<file path="src/line_integral_convolution_macros.svh">
// assertion macros for the line integral convolution block
// used by the controller; no other dependencies
`ifndef LINE_INTEGRAL_CONVOLUTION_MACROS_SVH
`define LINE_INTEGRAL_CONVOLUTION_MACROS_SVH
`ifndef SYNTHESIS
`define LIC_ASSERT_IMP(lbl, ck, rn, a, b) \
    lbl: assert property (@(posedge ck) disable iff (!rn) (a) |-> (b)) \
        else $error("lic check failed");
`define LIC_ASSERT_NXT(lbl, ck, rn, a, b) \
    lbl: assert property (@(posedge ck) disable iff (!rn) (a) |=> (b)) \
        else $error("lic check failed");
`else
`define LIC_ASSERT_IMP(lbl, ck, rn, a, b)
`define LIC_ASSERT_NXT(lbl, ck, rn, a, b)
`endif
`endif

</file>
<file path="src/lic_pkg.sv">
// shared types, constants and width helpers for the line integral convolution block
// no dependencies
`timescale 1ns / 1ps
package lic_pkg;

    localparam int FRAC       = 16;
    localparam int NOISE_W    = 16;
    localparam int M8_W       = 24;
    localparam int QUO_W      = 18;
    localparam int SQRT_STEPS = 24;
    localparam int DIV_STEPS  = 18;
    localparam int ITER_W     = 5;
    localparam int CFG_IDX_W  = 8;
    localparam int CFG_DATA_W = 16;

    localparam logic [CFG_IDX_W-1:0] REG_IMAGE_WIDTH   = 8'd0;
    localparam logic [CFG_IDX_W-1:0] REG_IMAGE_HEIGHT  = 8'd1;
    localparam logic [CFG_IDX_W-1:0] REG_KERNEL_LENGTH = 8'd2;
    localparam logic [CFG_IDX_W-1:0] REG_STEP_SIZE     = 8'd3;

    function automatic int dim_bits(input int mw, input int mh);
        int m;
        m = (mw > mh) ? mw : mh;
        return ($clog2(m + 1) > 9) ? $clog2(m + 1) : 9;
    endfunction

    function automatic int klen_bits(input int mk);
        return ($clog2(mk + 1) > 7) ? $clog2(mk + 1) : 7;
    endfunction

    typedef struct packed {
        logic accept;
        logic query_init;
        logic rd_own;
        logic own_cap;
        logic dir_fwd;
        logic acc;
        logic mul;
        logic sqrt_step;
        logic div_init;
        logic div_step;
        logic advance;
        logic fin_init;
        logic emit;
        logic emit_oor;
    } lic_cmd_t;

    typedef struct packed {
        logic oor;
        logic stop;
        logic vel_zero;
        logic dir_back;
    } lic_sts_t;

endpackage

</file>
<file path="src/lic_ctrl.sv">
// controller state machine sequencing loads, traces, root and divider beats
// depends on lic_pkg and line_integral_convolution_macros.svh
`timescale 1ns / 1ps
`include "line_integral_convolution_macros.svh"
module lic_ctrl (
    input  logic              clk,
    input  logic              rst_n,
    input  logic              start,
    input  logic              mode,
    output logic              busy,
    output lic_pkg::lic_cmd_t cmd,
    input  lic_pkg::lic_sts_t sts
);
    import lic_pkg::*;

    typedef enum logic [13:0] {
        S_IDLE = 14'b00000000000001,
        S_CHK  = 14'b00000000000010,
        S_OWN  = 14'b00000000000100,
        S_TEST = 14'b00000000001000,
        S_ACC  = 14'b00000000010000,
        S_MUL  = 14'b00000000100000,
        S_SQRT = 14'b00000001000000,
        S_DIVI = 14'b00000010000000,
        S_DIV  = 14'b00000100000000,
        S_ADV  = 14'b00001000000000,
        S_FIN  = 14'b00010000000000,
        S_FDIV = 14'b00100000000000,
        S_EMIT = 14'b01000000000000,
        S_OOR  = 14'b10000000000000
    } state_t;

    state_t              state_reg, state_next;
    logic [ITER_W-1:0]   iter_reg, iter_next;

    always_ff @(posedge clk or negedge rst_n)
    begin
        if (!rst_n)
        begin
            state_reg <= S_IDLE;
            iter_reg  <= '0;
        end
        else
        begin
            state_reg <= state_next;
            iter_reg  <= iter_next;
        end
    end

    always_comb
    begin
        cmd        = '0;
        state_next = state_reg;
        iter_next  = iter_reg;
        unique case (state_reg)
            S_IDLE:
            begin
                if (start)
                begin
                    cmd.accept = 1'b1;
                    if (mode)
                        state_next = S_CHK;
                end
            end
            S_CHK:
            begin
                cmd.rd_own     = 1'b1;
                cmd.query_init = 1'b1;
                state_next     = sts.oor ? S_OOR : S_OWN;
            end
            S_OWN:
            begin
                cmd.own_cap = 1'b1;
                state_next  = S_TEST;
            end
            S_TEST:
            begin
                if (sts.stop)
                begin
                    // backward trace done: restart forward from the pixel
                    if (sts.dir_back)
                        cmd.dir_fwd = 1'b1;
                    else
                        state_next = S_FIN;
                end
                else
                    state_next = S_ACC;
            end
            S_ACC:
            begin
                cmd.acc = 1'b1;
                if (sts.vel_zero)
                begin
                    if (sts.dir_back)
                    begin
                        cmd.dir_fwd = 1'b1;
                        state_next  = S_TEST;
                    end
                    else
                        state_next = S_FIN;
                end
                else
                    state_next = S_MUL;
            end
            S_MUL:
            begin
                cmd.mul    = 1'b1;
                iter_next  = '0;
                state_next = S_SQRT;
            end
            S_SQRT:
            begin
                cmd.sqrt_step = 1'b1;
                if (iter_reg == ITER_W'(SQRT_STEPS - 1))
                begin
                    iter_next  = '0;
                    state_next = S_DIVI;
                end
                else
                    iter_next = iter_reg + ITER_W'(1);
            end
            S_DIVI:
            begin
                cmd.div_init = 1'b1;
                iter_next    = '0;
                state_next   = S_DIV;
            end
            S_DIV:
            begin
                cmd.div_step = 1'b1;
                if (iter_reg == ITER_W'(DIV_STEPS - 1))
                begin
                    iter_next  = '0;
                    state_next = S_ADV;
                end
                else
                    iter_next = iter_reg + ITER_W'(1);
            end
            S_ADV:
            begin
                cmd.advance = 1'b1;
                state_next  = S_TEST;
            end
            S_FIN:
            begin
                cmd.fin_init = 1'b1;
                iter_next    = '0;
                state_next   = S_FDIV;
            end
            S_FDIV:
            begin
                cmd.div_step = 1'b1;
                if (iter_reg == ITER_W'(DIV_STEPS - 1))
                begin
                    iter_next  = '0;
                    state_next = S_EMIT;
                end
                else
                    iter_next = iter_reg + ITER_W'(1);
            end
            S_EMIT:
            begin
                cmd.emit   = 1'b1;
                state_next = S_IDLE;
            end
            S_OOR:
            begin
                cmd.emit_oor = 1'b1;
                state_next   = S_IDLE;
            end
            default: state_next = S_IDLE;
        endcase
    end

    assign busy = (state_reg != S_IDLE);

    `LIC_ASSERT_NXT(a_emit_idle, clk, rst_n, cmd.emit || cmd.emit_oor, state_reg == S_IDLE)
    `LIC_ASSERT_NXT(a_root_len, clk, rst_n, (state_reg == S_SQRT) && (iter_reg == ITER_W'(SQRT_STEPS - 1)), state_reg == S_DIVI)
    `LIC_ASSERT_NXT(a_query_busy, clk, rst_n, cmd.accept && mode, busy)
    `LIC_ASSERT_IMP(a_div_iter, clk, rst_n, (state_reg == S_DIV) || (state_reg == S_FDIV), iter_reg < ITER_W'(DIV_STEPS))

endmodule

</file>
<file path="config.mk">
export PLATFORM = sky130hd
export DESIGN_NAME = lic_ctrl
export DESIGN_NICKNAME = d
export VERILOG_FILES = /design/src/lic_pkg.sv /design/src/lic_ctrl.sv
export VERILOG_INCLUDE_DIRS = /design/src /design/src/src
export SDC_FILE = /design/constraint.sdc
export NUM_CORES = 1
export LEC_CHECK = 0
export BUFFER_PORTS_ARGS = -buffer_cell sky130_fd_sc_hd__clkbuf_2
export CAP_MARGIN = 20
export CORE_ASPECT_RATIO = 1.2
export CORE_MARGIN = 2
export CORE_UTILIZATION = 59
export CTS_BUF_LIST = sky130_fd_sc_hd__clkbuf_16
export CTS_CLUSTER_DIAMETER = 40
export DETAILED_ROUTE_END_ITERATION = 10
export MAX_ROUTING_LAYER = met4
export PLACE_DENSITY = 0.83
export SETUP_SLACK_MARGIN = 0.4
export SKIP_CTS_REPAIR_TIMING = 1
export SYNTH_ARGS = -nofsm -noshare
export SYNTH_HDL_FRONTEND = slang
export SYNTH_SLANG_ARGS = --single-unit
</file>
<file path="constraint.sdc">
create_clock -name clk -period 5.6 [get_ports clk]
set_input_delay 1.12 -clock clk [delete_from_list [all_inputs] [get_ports clk]]
set_output_delay 1.12 -clock clk [all_outputs]
set_load 0.005 [all_outputs]
</file>
Word level (Yosys, flattened, before mapping)
Cells that the tools add are included.

$add $sub $neg: 1. Multipliers: 0. Divide/modulo/power cells: 0. Magnitude comparators: 0. Equal/unequal tests: 23. Shift operators: 0. Mux-type cells: 31. Bitwise logic cells: 0. Reduce and logical (&&, ||, !) cells: 5.

Operators with widths (count): $pmux 14 s11 (1); $mux 14 (8); $mux 11 (2); $mux 1 (15); $pmux 5 s3 (1); $eq 14x1->1 const B (1); $eq 14x10->1 const B (1); $eq 14x11->1 const B (1); $eq 14x12->1 const B (1); $eq 14x13->1 const B (1); $eq 14x14->1 const B (1); $eq 14x2->1 const B (1); $eq 14x3->1 const B (1); $eq 14x4->1 const B (1); $eq 14x5->1 const B (1); $eq 14x6->1 const B (1); $eq 14x7->1 const B (1); $eq 14x8->1 const B (1); $eq 14x9->1 const B (1); $ne 14x1->1 const B (1); $eq 5x5->1 const B (2); $mux 5 (2); $ne 2x2->1 const B (5); $reduce_and 6->1 (1); 7 further kinds (8).

Register bits: 19. Bits in latches: 0. Memory bits (writable): 0. ROM bits: 0. Input port bits: 8. Output and inout bits: 15. Word-level logic and storage cells: 62. Memories kept: 0.

Depth between registers and ports, before layout
Word-level depth: 3. Depth in mapped cells: 7. Gate-level depth less buffers: 6.

Worst setup path after synthesis
No wires, ideal clock.

Kind: reg-to-output. From: register state_reg[11]. To: output port cmd[12] (netlist name). Data arrival time: 1.824 ns. Data required time: 4.480 ns. Path slack: 2.656 ns. Cell stages (with the launch flop): 7. Buffers on the path: 3. Cells stage by stage: dfrtp_1 -> buf_6 -> or4_1 -> clkbuf_1 -> nor3_2 -> and3_1 -> buf_4.

RTL lines: start: declaration (line lic_ctrl.sv:33) `state_t state_reg, state_next;`; start signal: assignment (line lic_ctrl.sv:45) `state_reg <= state_next;`; end: declaration (line lic_ctrl.sv:11) `output lic_pkg::lic_cmd_t cmd,`.

==> run metrics <==
status=finished, final reports clean; Hold Fails Final Rpt=0; count of non-filler cells in the finished layout=about 190; number of antenna violations at the first check in global routing=0; Seq pwr share=between 30% and 40%; via/cell ratio=~6.4; maximum clock frequency=just under 300 MHz; CP Class=reg2out; grt total ovfl=0; Seq/Total Area, Yosys=a little under two fifths; Slew Limit Fails=0; Routed WL=3010 um; Clk network pwr share=about a third; first-pass iteration count of the detailed router=4; die height=54.9 um; Clk pin slew, worst setup/hold paths=roughly 0.060 ns; Pleak=between 0.7 and 0.8 nW; Total GRT Usage=between 20 and 30%; Worst path top cell family by delay=simple AND/OR/NAND/NOR gates; DRT antenna net count=0; post-synthesis async set-or-reset flop share=100%; ANT cells=0; Die X-Extent=46.4 um; most common cell after layout, fill and taps aside=clkbuf_2; P_sw=around 0.00017 W; most frequent cells in the layout=22 x clkbuf_2, 18 x dfrtp_1, 14 x nor2_1, 8 x nor3_1; Seq cells post-synth=19; largest net degree at the start of global routing=20; Crit path arrival time=around 2.3 ns; Top FF cell, synth=dfrtp_1; Sw Ratio=between 30% and 40%; warnings from Yosys=0; RSZ-0062 raised after global routing=no; WP buf/inv=1; CTS Buffer Depth=2; number of synthesized flops with an enable pin=0; crit share post-route=61.7%; WL per Instance=roughly 16 um; DRC=0; first-pass GRT wire length=4860 um; Initial Util=between 60% and 70%; Cell Rows=18; slowest CP cell=or4_1; Worst Skew=approximately 0.0038 ns; HPWL Detailed=2210 um; CP required=roughly 4.5 ns; max FFs per register=14; Worst setup EP type=output port; Post-Syn Area=between 1000 and 1500 um^2; Slew @ Worst Pin=approximately 0.69 ns; largest stage delay on the critical path=between 0.6 and 0.7 ns; I/O pin total=23; total power=~0.00047 W; H-tree levels=1; setup TNS=0 ns; clock tree sinks=19; vias in the first global route=~1100; Max-cap violations=0; Skew-Pair Late Insertion Delay=around 0.26 ns; Hold Crit Class=reg2reg; Final Critical Period=between 3 and 4 ns; pwr/cell area=326 nW/um^2; overall die area=between 2000 and 3000 um^2; critical path fanouts, max=8; routed vias=between 1000 and 1500; TritonCTS Buffers=3; PortBufs=22; Post-Syn Instances=between 100 and 150; Area Overhead vs Synth=13.8%; CTS tree=built; GPL Wtd Cong=~0.96; Max VDD drop=0.286 mV; Setup Viol. Count Final=0; Core Area=~2000 um^2; Layout Nets=~170; Comb pwr share=a little under a third; Power Internal=around 0.00031 W; filler instances=between 150 and 200; Root Driver=clkbuf_16; Slew HR=between 50 and 60%; Net Count, Synth=150; syn_area_per_cell=roughly 9 um^2; distinct cell type count after synthesis=48; DR iter-0 viols=23; crit-path cells=or4_1 > nor3_1 > nand4_1 > a21boi_1 > clkbuf_2; layout cell share with drive strength beyond 1=approximately 25%; Critical Path Source Type=flop; Placed Instances=184
-- through the flow --
stage | instance area [um^2] | hold slack (ns) | worst slack, ns | utilization (%)
floorplan | 1270 | 0.526 | 2.66 | -
global placement | 1370 | 0.554 | 2.53 | 66.9
detailed placement | 1370 | 0.567 | 2.42 | 66.9
CTS | 1450 | 0.581 | 2.15 | 70.8
global route | 1450 | 0.618 | 1.95 | 70.8
finish | 1450 | 0.573 | 2.14 | 70.8
-- routing by layer --
layer  global-route usage (%)  routed length [um]  up-vias
li1                         -                   -      568
met1                     32.5                1130      570
met2                     48.1                1640       55
met3                     4.22                 150       12
met4                     13.3                  89        0
met5                        -                   0        -
-- logic make-up (layout without fill, tap and decap cells) --
| family | Yosys count | after routing | share of synthesized area (%) |
|---|---|---|---|
| AOI/OAI and AO/OA | 27 | 27 | 14.4 |
| adders and majority gates | 2 | 2 | 1.96 |
| xor gates and xnor gates | 5 | 5 | 3.43 |
| and+or+nand+nor | 74 | 74 | 37.3 |
| DFF | 19 | 19 | 37.4 |
| buffers and inverters | 13 | 31 | 5.50 |
-- synthesized netlist by cell type (2+ instances only) --
library cell  count  area (um^2)
or4_4             2         22.5
or4_1             3         22.5
nor3_2            2         20.0
o21bai_1          2         15.0
xor2_1            4         35.0
and4b_1           2         20.0
a21o_1            3         22.5
buf_6             2         22.5
nand3_1           5         25.0
inv_1             5         18.8
ha_1              2         25.0
dfrtp_1          18          450
o21a_1            2         15.0
nor2_1           14         52.6
nand4_1           5         31.3
o21ai_0           7         35.0
and3_1            2         12.5
nor4_1            4         25.0
nor3b_1           4         30.0
nor2b_1           3         18.8
clkbuf_1          3         11.3
nand2_1           7         26.3
a32oi_1           2         17.5
nor4b_1           3         26.3
nor3_1            8         40.0
a21oi_1           4         20.0
-- worst register-to-register path: stages (launching register included) --
cell,delay (ns)
dfrtp_1,0.48
nor4b_1,0.56
nand4_2,0.25
inv_1,0.14
a311oi_1,0.11
or4_1,0.56
a21oi_1,0.16
-- final timing paths --
kind                               start      endpoint  cells after the start  slack (ns)
max                        state_reg[11]        cmd[9]                      5        2.14
min reg2reg                  iter_reg[1]   iter_reg[1]                      2        0.57
max reg2reg                 state_reg[4]   iter_reg[3]                      6        3.25
max in group asynchronous          rst_n  state_reg[0]                      1        4.45
min                          iter_reg[1]   iter_reg[1]                      2        0.57
min in group asynchronous          rst_n   iter_reg[1]                      1        0.81
-- power by group through the flow --
stage | Clock (W) | Combinational (W) | Sequential (W)
2_1_floorplan | 0 | 0.000120 | 0.000162
3_3_place_gp | 0 | 0.000144 | 0.000174
3_5_place_dp | 0 | 0.000148 | 0.000174
4_1_cts | 0.000153 | 0.000151 | 0.000173
5_1_grt | 0.000157 | 0.000170 | 0.000176
6_report | 0.000149 | 0.000151 | 0.000173
-- final cells by class --
type,count,area [um^2],area share [%]
Clock inverter,1,5.00,0.345
Multi-Input combinational cell,108,728,50.2
Tap cell,30,37.5,2.59
Clock buffer,3,75.1,5.17
Inverter,5,18.8,1.29
Sequential cell,19,477,32.8
Timing Repair Buffer,22,110,7.59
Note: power is estimated with default switching activity, not from simulation.
