`src/line_integral_convolution_macros.svh`:
```
// assertion macros for the line integral convolution block
// used by the controller; no other dependencies
`ifndef LINE_INTEGRAL_CONVOLUTION_MACROS_SVH
`define LINE_INTEGRAL_CONVOLUTION_MACROS_SVH
`ifndef SYNTHESIS
`define LIC_ASSERT_IMP(lbl, ck, rn, a, b) \
    lbl: assert property (@(posedge ck) disable iff (!rn) (a) |-> (b)) \
        else $error("lic check failed");
`define LIC_ASSERT_NXT(lbl, ck, rn, a, b) \
    lbl: assert property (@(posedge ck) disable iff (!rn) (a) |=> (b)) \
        else $error("lic check failed");
`else
`define LIC_ASSERT_IMP(lbl, ck, rn, a, b)
`define LIC_ASSERT_NXT(lbl, ck, rn, a, b)
`endif
`endif

```
`src/lic_pkg.sv`:
```
// shared types, constants and width helpers for the line integral convolution block
// no dependencies
`timescale 1ns / 1ps
package lic_pkg;

    localparam int FRAC       = 16;
    localparam int NOISE_W    = 16;
    localparam int M8_W       = 24;
    localparam int QUO_W      = 18;
    localparam int SQRT_STEPS = 24;
    localparam int DIV_STEPS  = 18;
    localparam int ITER_W     = 5;
    localparam int CFG_IDX_W  = 8;
    localparam int CFG_DATA_W = 16;

    localparam logic [CFG_IDX_W-1:0] REG_IMAGE_WIDTH   = 8'd0;
    localparam logic [CFG_IDX_W-1:0] REG_IMAGE_HEIGHT  = 8'd1;
    localparam logic [CFG_IDX_W-1:0] REG_KERNEL_LENGTH = 8'd2;
    localparam logic [CFG_IDX_W-1:0] REG_STEP_SIZE     = 8'd3;

    function automatic int dim_bits(input int mw, input int mh);
        int m;
        m = (mw > mh) ? mw : mh;
        return ($clog2(m + 1) > 9) ? $clog2(m + 1) : 9;
    endfunction

    function automatic int klen_bits(input int mk);
        return ($clog2(mk + 1) > 7) ? $clog2(mk + 1) : 7;
    endfunction

    typedef struct packed {
        logic accept;
        logic query_init;
        logic rd_own;
        logic own_cap;
        logic dir_fwd;
        logic acc;
        logic mul;
        logic sqrt_step;
        logic div_init;
        logic div_step;
        logic advance;
        logic fin_init;
        logic emit;
        logic emit_oor;
    } lic_cmd_t;

    typedef struct packed {
        logic oor;
        logic stop;
        logic vel_zero;
        logic dir_back;
    } lic_sts_t;

endpackage

```
`src/lic_cfg.sv`:
```
// configuration registers with saturation of size and kernel length
// depends on lic_pkg
`timescale 1ns / 1ps
module lic_cfg #(
    parameter int MAX_WIDTH  = 256,
    parameter int MAX_HEIGHT = 256,
    parameter int MAX_KERNEL = 64
) (
    input  logic                                                   clk,
    input  logic                                                   rst_n,
    input  logic                                                   cfg_valid,
    input  logic [lic_pkg::CFG_IDX_W-1:0]                          cfg_index,
    input  logic [lic_pkg::CFG_DATA_W-1:0]                         cfg_data,
    output logic [lic_pkg::dim_bits(MAX_WIDTH, MAX_HEIGHT)-1:0]    w_eff,
    output logic [lic_pkg::dim_bits(MAX_WIDTH, MAX_HEIGHT)-1:0]    h_eff,
    output logic [lic_pkg::klen_bits(MAX_KERNEL)-1:0]              klen_eff,
    output logic [9:0]                                             step_size
);
    import lic_pkg::*;

    localparam int DW = dim_bits(MAX_WIDTH, MAX_HEIGHT);
    localparam int KW = klen_bits(MAX_KERNEL);

    logic [8:0] width_reg;
    logic [8:0] height_reg;
    logic [6:0] kernel_reg;
    logic [9:0] step_reg;

    always_ff @(posedge clk or negedge rst_n)
    begin
        if (!rst_n)
        begin
            width_reg  <= 9'd256;
            height_reg <= 9'd256;
            kernel_reg <= 7'd20;
            step_reg   <= 10'd256;
        end
        else if (cfg_valid)
        begin
            unique case (cfg_index)
                REG_IMAGE_WIDTH:   width_reg  <= cfg_data[8:0];
                REG_IMAGE_HEIGHT:  height_reg <= cfg_data[8:0];
                REG_KERNEL_LENGTH: kernel_reg <= cfg_data[6:0];
                REG_STEP_SIZE:     step_reg   <= cfg_data[9:0];
                default: ;
            endcase
        end
    end

    always_comb
    begin
        if (width_reg < 9'd2)
            w_eff = DW'(2);
        else if (32'(width_reg) > MAX_WIDTH)
            w_eff = DW'(MAX_WIDTH);
        else
            w_eff = DW'(width_reg);

        if (height_reg < 9'd2)
            h_eff = DW'(2);
        else if (32'(height_reg) > MAX_HEIGHT)
            h_eff = DW'(MAX_HEIGHT);
        else
            h_eff = DW'(height_reg);

        if (32'(kernel_reg) > MAX_KERNEL)
            klen_eff = KW'(MAX_KERNEL);
        else
            klen_eff = KW'(kernel_reg);
    end

    assign step_size = step_reg;

endmodule

```
`config.mk`:
```
export PLATFORM = sky130hd
export DESIGN_NAME = lic_cfg
export DESIGN_NICKNAME = d
export VERILOG_FILES = /design/src/line_integral_convolution_macros.svh /design/src/lic_pkg.sv /design/src/lic_cfg.sv
export SDC_FILE = /design/constraint.sdc
export NUM_CORES = 1
export LEC_CHECK = 0
export ABC_CLOCK_PERIOD_IN_PS = 1850
export BUFFER_PORTS_ARGS = -buffer_cell sky130_fd_sc_hd__buf_2
export CORE_MARGIN = 2
export CORE_UTILIZATION = 43
export DETAILED_ROUTE_END_ITERATION = 7
export GPL_ROUTABILITY_DRIVEN = 0
export PLACE_DENSITY_LB_ADDON = 0.2
export SETUP_SLACK_MARGIN = 0.4
export SYNTH_ARGS = -nofsm -noshare
export SYNTH_HDL_FRONTEND = slang
export SYNTH_SLANG_ARGS = --single-unit
```
`constraint.sdc`:
```
create_clock -name clk -period 1.85 [get_ports clk]
set_input_delay 0.37 -clock clk [delete_from_list [all_inputs] [get_ports clk]]
set_output_delay 0.37 -clock clk [all_outputs]
set_load 0.02 [all_outputs]
```
=== Yosys cells after proc, flatten, opt, wreduce, memory -nomap -nowiden ===
Cells that the tools add are included.
W data, S select, Z words.

* Latch bits: 0
* Logic and storage cells: 22
* Memory bits (read-only): 0
* Memory bits (writable): 0
* Register bits after elaboration: 35
* Memories kept: 0
* Output and inout port bits: 35

* Add/subtract/negate cells: 0
* Reduce and logical (&&, ||, !) cells: 5
* Shift operators: 0
* Div/mod/pow operators: 0
* Multiply operators: 0
* Order comparisons: 5
* Multiplexer cells: 5
* Bitwise operators: 0
* Eq/ne operators: 3

{| class="wikitable"
|+ Operator list
! cell !! number
|-
| $mux W9 || 4
|-
| $gt A9 B9 Y1 const B || 2
|-
| $lt A9 B2 Y1 const B || 2
|-
| $eq A8 B2 Y1 const B || 2
|-
| $eq A8 B1 Y1 const B || 1
|-
| $logic_not A8 Y1 || 1
|-
| $reduce_and A2 Y1 || 4
|-
| $gt A7 B7 Y1 const B || 1
|-
| $mux W7 || 1
|}

=== Longest topological paths before layout ===
Gate-level depths: netlist of the first run.

* Word-level depth: 3
* Mapped depth: 4
* Mapped depth without buffers: 3

=== Least setup slack after synthesis of the first run ===
OpenSTA, ideal clock, no wires.

* Path type: register -> output
* Start point: register width_reg[6]
* End point: output w_eff[1] (netlist name)
* Data required time: 1.480 ns
* Path slack: -0.165 ns
* Data arrival time: 1.645 ns
* Path buffers: 0
* Cell stages (with the launch flop): 4
* Cell sequence: dfrtp_1 -> or4_1 -> or4_1 -> a21oi_1

* Cells in the longest elaborated chain, start to end: 3

{| class="wikitable"
|+ RTL lines
! item !! line !! RTL
|-
| start, declared || lic_cfg.sv:24 || <nowiki>logic [8:0] width_reg;</nowiki>
|-
| start signal, assigned || lic_cfg.sv:41 || <nowiki>REG_IMAGE_WIDTH: width_reg <= cfg_data[8:0];</nowiki>
|-
| $gt A9 B9 Y1 || lic_cfg.sv:54 || <nowiki>else if (32'(width_reg) > MAX_WIDTH)</nowiki>
|-
| $mux W9 || lic_cfg.sv:54 ||
|-
| $mux W9 (*) || lic_cfg.sv:52 || <nowiki>if (width_reg < 9'd2)</nowiki>
|-
| end, declared || lic_cfg.sv:14 || <nowiki>output logic [lic_pkg::dim_bits(MAX_WIDTH, MAX_HEIGHT)-1:0] w_eff,</nowiki>
|}

Mark *: on every way between the ends. The rest lies on a longest branch, timed or not.

=== Final worst setup path of the first run ===
* Start point: register width_reg[2]
* End point: output w_eff[0] (netlist name)

Same word-level chain as after synthesis.

==> impl_metrics.yaml, run 1 <==
status:
  status: "complete, but fails checks"
  failed_checks: "negative setup slack"
yosys:
  synth_top_cell_by_area: "dfrtp_1"
  synth_cell_types: 19
  syn_nets: 138
  yosys_warnings: 0
  syn_area_sq_um: 1570
  syn-instance-count: 111
  synth_top_cell_area_share_pct: 47.9
  synthTopCellsByArea: "dfrtp_1 (48%), mux2_2 (25%), dfstp_2 (8.4%)"
  synth-seq-cells: 35
  syn_avg_cell_area_sq_um: 14.1
  ys_seq_area_share_pct: 56.3
power_and_ir_drop:
  p_int_uw: 1200
  clockPowerShare_pct: 28.8
  comb_power_share_pct: 20.6
  ir_drop_uv: 504
  power_switching_uw: 447
  switching_share_pct: 27.1
  seq_power_share_pct: 50.6
  power_leakage_uw: 0.00125
  powerDensity_nw_per_um2: 706
clock_tree:
  clk_latency_ns: 0.34
  clk_path_buf_depth: 2
  htreeDepth: 2
  cts_buffers: 5
  clkSlewWorstSetupHoldPaths_ns: 0.11
  cts.sinks: 35
  cts_tree: "yes"
  root_buffer: "clkbuf_4"
  hold_buffers: 0
finish:
  num-fill-cells: 269
  drive_gt1_share_pct: 74.6
  antenna_cells: 0
  stdcell_count: 231
  synthToLayoutAreaGrowth_pct: 48.9
  nets: 211
  final_cell_area_sq_um: 2330
  largest_reg_flops: 10
  fin_util_pct: 68.4
timing:
  max_freq_mhz: 410
  fin_ws_ns: -0.589
  fin_setup_tns_ns: -1.14
  hold_slack_ns: 0.0855
  clock_skew_ns: 0
  slew_violations: 0
  finalCritPeriodShare_pct: 132
  worst_pin_slew_ns: 0.757
  setup_viol: 3
  rsz0062_at_grt: "yes"
  fin_crit_ns: 2.44
  hold_violations: 0
  maxSlewHeadroom_pct: 49.5
setup_path:
  rrSetupSlack_ns: 0.77
  crit_required_ns: 1.48
  cp_cell_sequence: "or4_1, or4_4, and3b_2, buf_6"
  cp-start-kind: "flip-flop"
  cp-end-kind: "output port"
  cp_slowest_stage_delay_ns: 0.53
  path_max_fanout: 2
  critPathSlowestCell: "or4_1"
  worstPathArrival_ns: 2.07
  critical_path_class: "flip-flop to output port"
  reg2regPathDepth: 4
drt:
  ant_nets: 0
  via_count: 1142
  wl_mm: 3.75
  avgRoutedWirePerCell_um: 16.2
  post_drt_via_cell_ratio: 4.94
  drc: 0
  dr.pass1.iters: 2
  initialDrtViolationCount: 40
global_routing:
  grt_max_degree: 36
  overflow: 0
  grt_pass1_wl_mm: 5.91
  grt_pass1_vias: 1194
  antenna_found_initial: 0
  grt_usage_pct: 19.3
flow_run:
  maxCapViolations: 0
placed_design:
  port-buffer-count: 55
  dp_cells: 213
  dp_hpwl_mm: 2.41
  dpl_cell_area_sq_um: 1990
floorplanning:
  die_x_um: 64.4
  start_util_pct: 45.9
  dieArea_sq_um: 4140
  rows: 21
  coreArea_sq_um: 3420
  io_pins: 62
  die_y_um: 64.4
hold_path:
  min_path_type: "primary input to asynchronous set/reset pin"
cell usage after synthesis:
cell / count
and4bb_2: 1
nor4_4: 1
mux2_2: 35
and3b_1: 1
nor4_1: 1
nor2_1: 1
dfrtp_1: 30
clkbuf_1: 4
nand4_2: 1
a311oi_1: 1
a21oi_1: 2
nand2_1: 1
or4_1: 2
nand4b_2: 2
buf_4: 1
dfstp_2: 5
inv_1: 3
nor3b_2: 1
nor2b_1: 18
cell usage in the layout (no fill, tap or decap), types with 3 or more instances in the layout:
cell type / Yosys / routed
nor2b_1: 18 / 11
dfstp_2: 5 / 5
buf_6: 0 / 18
clkbuf_4: 0 / 5
buf_4: 1 / 24
buf_2: 0 / 29
mux2_2: 35 / 27
inv_1: 3 / 3
mux2_4: 0 / 8
nor2b_4: 0 / 7
dfrtp_1: 30 / 29
final timing paths:
kind,from,endpoint
max in group asynchronous,rst_n,kernel_reg[6]
min in group clk,cfg_data[9],step_size[9]
min reg2reg,step_size[1],step_size[1]
min,rst_n,step_size[7]
max reg2reg,width_reg[8],width_reg[8]
max,width_reg[2],w_eff[0]
power groups by stage:
| stage | registers [uW] | clock network, uW | logic (uW) |
|---|---|---|---|
| 2_1_floorplan | 851 | 0 | 142 |
| 3_3_place_gp | 844 | 0 | 257 |
| 3_5_place_dp | 846 | 0 | 263 |
| 4_1_cts | 833 | 487 | 304 |
| 5_1_grt | 840 | 523 | 361 |
| 6_report | 835 | 475 | 340 |
layout make-up:
cell class | instances | area, sq um | area share (%)
inverter | 3 | 11.3 | 0.482
sequential | 35 | 883 | 37.8
timing repair buffer | 71 | 528 | 22.6
tap | 46 | 57.6 | 2.47
clock buffer | 8 | 68.8 | 2.95
multi-input combinational | 68 | 786 | 33.7
logic make-up after synthesis:
family                 synth area share [%]
multiplexers                           25.1
flip-flops                             56.3
AND/OR/NAND/NOR                        15.2
buffers and inverters                  2.15
AO/OA/AOI/OAI                          1.20
metrics by stage:
step	power [uW]	setup slack, ns
after floorplan	993	-0.0685
after global placement	1100	-0.172
after detailed placement	1110	-0.188
after CTS	1620	-0.547
after global routing	1720	-0.633
final	1650	-0.589
routing by layer:
layer / global-route usage (%) / vias to the layer above / share of wire [%]
li1: - / 536 / -
met1: 25.2 / 558 / 43
met2: 30.3 / 42 / 50
met3: 6.16 / 6 / 5.2
met4: 6.38 / 0 / 1.4
met5: 0 / - / 0
critical path: cells and delay by family, from the launching register on:
kind	cells	cell delay [ns]
buf+inv	1	0.13
simple gates	3	1.22
flops	1	0.39
what timing repair did:
action                                  CTS  global route
gates resized for setup                  41            21
buffers inserted                          5             5
gates cloned                              0             0
endpoints found under the setup margin   25            25
pin swaps                                 5             2
(Power assumes the default switching activity.)
==> run 2, diff against run 1 <==
--- a/config.mk
+++ b/config.mk
@@ -12,7 +12,7 @@
 export DETAILED_ROUTE_END_ITERATION = 7
 export GPL_ROUTABILITY_DRIVEN = 0
 export PLACE_DENSITY_LB_ADDON = 0.2
-export SETUP_SLACK_MARGIN = 0.4
+export SETUP_SLACK_MARGIN = 0.05
 export SYNTH_ARGS = -nofsm -noshare
 export SYNTH_HDL_FRONTEND = slang
 export SYNTH_SLANG_ARGS = --single-unit
==> impl_metrics.yaml, run 2 (synthesis results as in run 1) <==
finish:
  nets: 203
  drive_gt1_share_pct: 69.5
  final_cell_area_sq_um: 2070
  synthToLayoutAreaGrowth_pct: 31.8
  stdcell_count: 223
  final_cell_mix: "buf_2 (52), mux2_2 (35), dfrtp_1 (30)"
  largest_reg_flops: 10
  final_common_cell: "buf_2"
  antenna_cells: 0
global_routing:
  grt_pass1_wl_mm: 5.35
  grt_max_degree: 36
  overflow: 0
  grtUsageMet2_pct: 28.9
  gr-usage-met3_pct: 5.63
  use_met1_pct: 21.1
  grt_usage_pct: 17.3
  grt_pass1_vias: 1121
  busiest_layer: "met2"
  antenna_found_initial: 0
placed_design:
  dp_hpwl_mm: 2.37
  port-buffer-count: 55
  pre_cts_ws_ns: -0.208
  dpl_cell_area_sq_um: 1930
  dp_cells: 213
setup_path:
  critical_path_class: "flip-flop to output port"
  worstPathArrival_ns: 2.03
  path_max_fanout: 2
  reg2regPathDepth: 4
  cp-start-kind: "flip-flop"
  cp-end-kind: "output port"
  crit_required_ns: 1.48
timing:
  finalCritPeriodShare_pct: 130
  hold_violations: 0
  fin_crit_ns: 2.40
  setup_viol: 2
  rsz0062_at_grt: "yes"
  maxSlewHeadroom_pct: 48.7
  max_freq_mhz: 417
  worst_pin_slew_ns: 0.769
  fin_ws_ns: -0.549
  hold_slack_ns: 0.109
  slew_violations: 0
  clock_skew_ns: 0
drt:
  initialDrtViolationCount: 13
  avgRoutedWirePerCell_um: 14.6
  wl_mm: 3.27
  ant_nets: 0
  via_count: 1102
  drc: 0
  dr.pass1.iters: 4
  post_drt_via_cell_ratio: 4.94
clock_tree:
  clk_latency_ns: 0.32
  hold_buffers: 0
  clk_path_buf_depth: 2
  htreeDepth: 2
  cts_tree: "yes"
  clkSlewWorstSetupHoldPaths_ns: 0.10
  cts.sinks: 35
  root_buffer: "clkbuf_4"
  cts_buffers: 5
power_and_ir_drop:
  finalPower_uw: 1660
  powerDensity_nw_per_um2: 803
  ir_drop_uv: 501
  power_leakage_uw: 0.00119
status:
  status: "complete, but fails checks"
  failed_checks: "negative setup slack"
floorplanning:
  die_x_um: 64.4
  io_pins: 62
  start_util_pct: 45.9
  rows: 21
  die_y_um: 64.4
  coreArea_sq_um: 3420
  dieArea_sq_um: 4140
hold_path:
  min_path_type: "primary input to asynchronous set/reset pin"
flow_run:
  maxCapViolations: 0
-- run 2: power by group --
part / internal (uW) / switching, uW
Combinational: 126 / 142
Sequential: 805 / 28.9
Clock: 319 / 239
Total: 1250 / 410
-- run 2: per-layer routing --
layer / up-vias / part of all wire [%]
met5: - / 0
met4: 0 / 0.98
met3: 4 / 5.8
met2: 33 / 51
met1: 543 / 42
li1: 522 / -
-- run 2: critical path, cell delays in order (launching register included) --
cell	delay [ns]
dfrtp_1	0.40
or4_4	0.54
or4_4	0.43
and3b_2	0.22
buf_6	0.13
-- run 2: worst paths after layout --
check,start,end,slack (ns)
max,width_reg[4],w_eff[0],-0.55
min,rst_n,height_reg[2],0.11
max reg2reg,width_reg[4],width_reg[4],0.74
min reg2reg,kernel_reg[3],kernel_reg[3],0.51
max in group asynchronous,rst_n,kernel_reg[1],1.25
min in group clk,cfg_data[9],step_size[9],0.27
-- run 2: what timing repair did --
| item | 4_1_cts | 5_1_grt |
|---|---|---|
| buffers inserted | 1 | 1 |
| resized for setup | 6 | 2 |
| setup endpoints to repair | 4 | 4 |
| pin swaps | 5 | 3 |
-- run 2: area by class of cell --
type | count | area (sq um)
clock inverter | 2 | 35.0
clock buffer | 6 | 51.3
multi-input combinational | 68 | 683
timing repair buffer | 63 | 347
fill | 286 | 1350
inverter | 3 | 11.3
sequential | 35 | 882
tap | 46 | 57.6
-- run 2: through the flow --
stage | TNS, ns | util [%]
floorplan | -0.137 | -
global placement | -0.297 | 56.6
detailed placement | -0.356 | 56.6
CTS | -1.04 | 59.9
global route | -1.23 | 60.5
finish | -1.04 | 60.5
==> run 3, diff against run 2 <==
--- a/config.mk
+++ b/config.mk
@@ -11,7 +11,10 @@
 export CORE_UTILIZATION = 43
 export DETAILED_ROUTE_END_ITERATION = 7
 export GPL_ROUTABILITY_DRIVEN = 0
+export GPL_TIMING_DRIVEN = 0
+export MAX_ROUTING_LAYER = met4
 export PLACE_DENSITY_LB_ADDON = 0.2
+export REMOVE_ABC_BUFFERS = 1
 export SETUP_SLACK_MARGIN = 0.05
 export SYNTH_ARGS = -nofsm -noshare
 export SYNTH_HDL_FRONTEND = slang
==> impl_metrics.yaml, run 3 (synthesis results as in run 1) <==
setup_path:
  critPathSlowestCell: "or4_1"
  cp-end-kind: "output port"
  path_max_fanout: 2
  rr_endpoint: "width_reg[2]"
  crit_required_ns: 1.48
  worstPathArrival_ns: 2.00
  critical_path_class: "flip-flop to output port"
  crit_path_end: "w_eff[0]"
  cp-start-kind: "flip-flop"
  r2r-start: "width_reg[2]"
  cp_cell_sequence: "or4_1, or4_4, and3b_1, buf_6"
  reg2regPathDepth: 3
  startpoint: "width_reg[6]"
  cp_slowest_stage_delay_ns: 0.52
  rrSetupSlack_ns: 0.84
clock_tree:
  cts_tree: "yes"
  htreeDepth: 2
  root_buffer: "clkbuf_4"
  cts_buffers: 5
  clkSlewWorstSetupHoldPaths_ns: 0.10
  clk_latency_ns: 0.33
  cts.sinks: 35
  clk_path_buf_depth: 2
power_and_ir_drop:
  finalPower_uw: 1480
  powerDensity_nw_per_um2: 743
  power_leakage_uw: 0.00115
  ir_drop_uv: 464
placed_design:
  pre_cts_ws_ns: -0.182
  port-buffer-count: 55
  dpl_cell_area_sq_um: 1880
  dp_hpwl_mm: 2.46
timing:
  rsz0062_at_grt: "yes"
  setup_viol: 2
  fin_crit_ns: 2.37
  clock_skew_ns: 0
  hold_violations: 0
  fin_ws_ns: -0.517
  maxSlewHeadroom_pct: 49.9
  max_freq_mhz: 423
  worst_pin_slew_ns: 0.752
  finalCritPeriodShare_pct: 128
  slew_violations: 0
finish:
  synthToLayoutAreaGrowth_pct: 27.3
  nets: 199
  final_cell_mix: "buf_2 (52), mux2_2 (35), dfrtp_1 (30)"
  final_cell_area_sq_um: 2000
  antenna_cells: 0
  final_common_cell: "buf_2"
  largest_reg_flops: 10
  num-fill-cells: 307
  drive_gt1_share_pct: 66.5
status:
  status: "complete, but fails checks"
  failed_checks: "negative setup slack"
drt:
  drc: 0
  via_count: 1098
  wl_mm: 3.39
  initialDrtViolationCount: 32
  ant_nets: 0
  avgRoutedWirePerCell_um: 15.5
  post_drt_via_cell_ratio: 5.01
  dr.pass1.iters: 4
floorplanning:
  rows: 21
  die_y_um: 64.4
  coreArea_sq_um: 3420
  io_pins: 62
  start_util_pct: 45.9
  dieArea_sq_um: 4140
  die_x_um: 64.4
global_routing:
  grt_pass1_vias: 1146
  grt_usage_pct: 18.0
  grt_max_degree: 36
  overflow: 0
  grt_pass1_wl_mm: 5.38
  antenna_found_initial: 0
flow_run:
  maxCapViolations: 0
hold_path:
  min_path_type: "primary input to asynchronous set/reset pin"
run 3: layer usage:
layer | track usage, % | vias up | part of all wire, %
met1 | 20.8 | 546 | 43
met3 | 4.58 | 4 | 6.0
li1 | - | 511 | -
met4 | 7.18 | 0 | 0.91
met5 | - | - | 0
met2 | 29.9 | 37 | 50
run 3: how the worst min path moves through the flow:
stage	startpoint	end	slack, ns	cells past startpoint
finish	rst_n	step_size[2]	0.1	1
global route	rst_n	step_size[2]	0.13	1
floorplan	rst_n	height_reg[0]	0.07	0
global placement	rst_n	step_size[1]	0.47	1
detailed placement	rst_n	step_size[6]	0.48	1
CTS	rst_n	width_reg[1]	0.11	1
run 3: cell type report:
class / instances / area, sq um / share of cell area [%]
clock inverters: 1 / 5.00 / 0.251
clock buffers: 7 / 45.0 / 2.26
flip-flops and latches: 35 / 882 / 44.2
inverters: 3 / 11.3 / 0.564
well taps: 46 / 57.6 / 2.88
multi-input cells: 68 / 678 / 34.0
repair buffers: 59 / 317 / 15.9
run 3: per-stage QoR:
| step | std cells | hold slack (ns) | util [%] | TNS, ns |
|---|---|---|---|---|
| 2_1_floorplan | 106 | 0.0744 | - | -0.200 |
| 3_3_place_gp | 207 | 0.468 | 55.0 | -0.351 |
| 3_5_place_dp | 207 | 0.480 | 55.0 | -0.352 |
| 4_1_cts | 217 | 0.107 | 57.3 | -1.06 |
| 5_1_grt | 219 | 0.133 | 58.4 | -1.11 |
| 6_report | 219 | 0.0986 | 58.4 | -0.997 |
run 3: critical path: cells and delay by family (launching register included):
kind | cells | cell delay, ns
flops | 1 | 0.39
buf+inv | 1 | 0.13
simple gates | 3 | 1.15
run 3: timing repair:
action | CTS | global route
pin swaps | 2 | 3
gates cloned | 0 | 0
resized for setup | 4 | 5
buffers inserted | 2 | 2
endpoints found under the setup margin | 4 | 4
hold buffers | 0 | 0
run 3: power by group:
| group | switching (uW) | leakage, uW | internal (uW) |
|---|---|---|---|
| Combinational | 142 | 0.000651 | 119 |
| Sequential | 29.1 | 0.000465 | 805 |
| Clock | 239 | 0.0000293 | 148 |
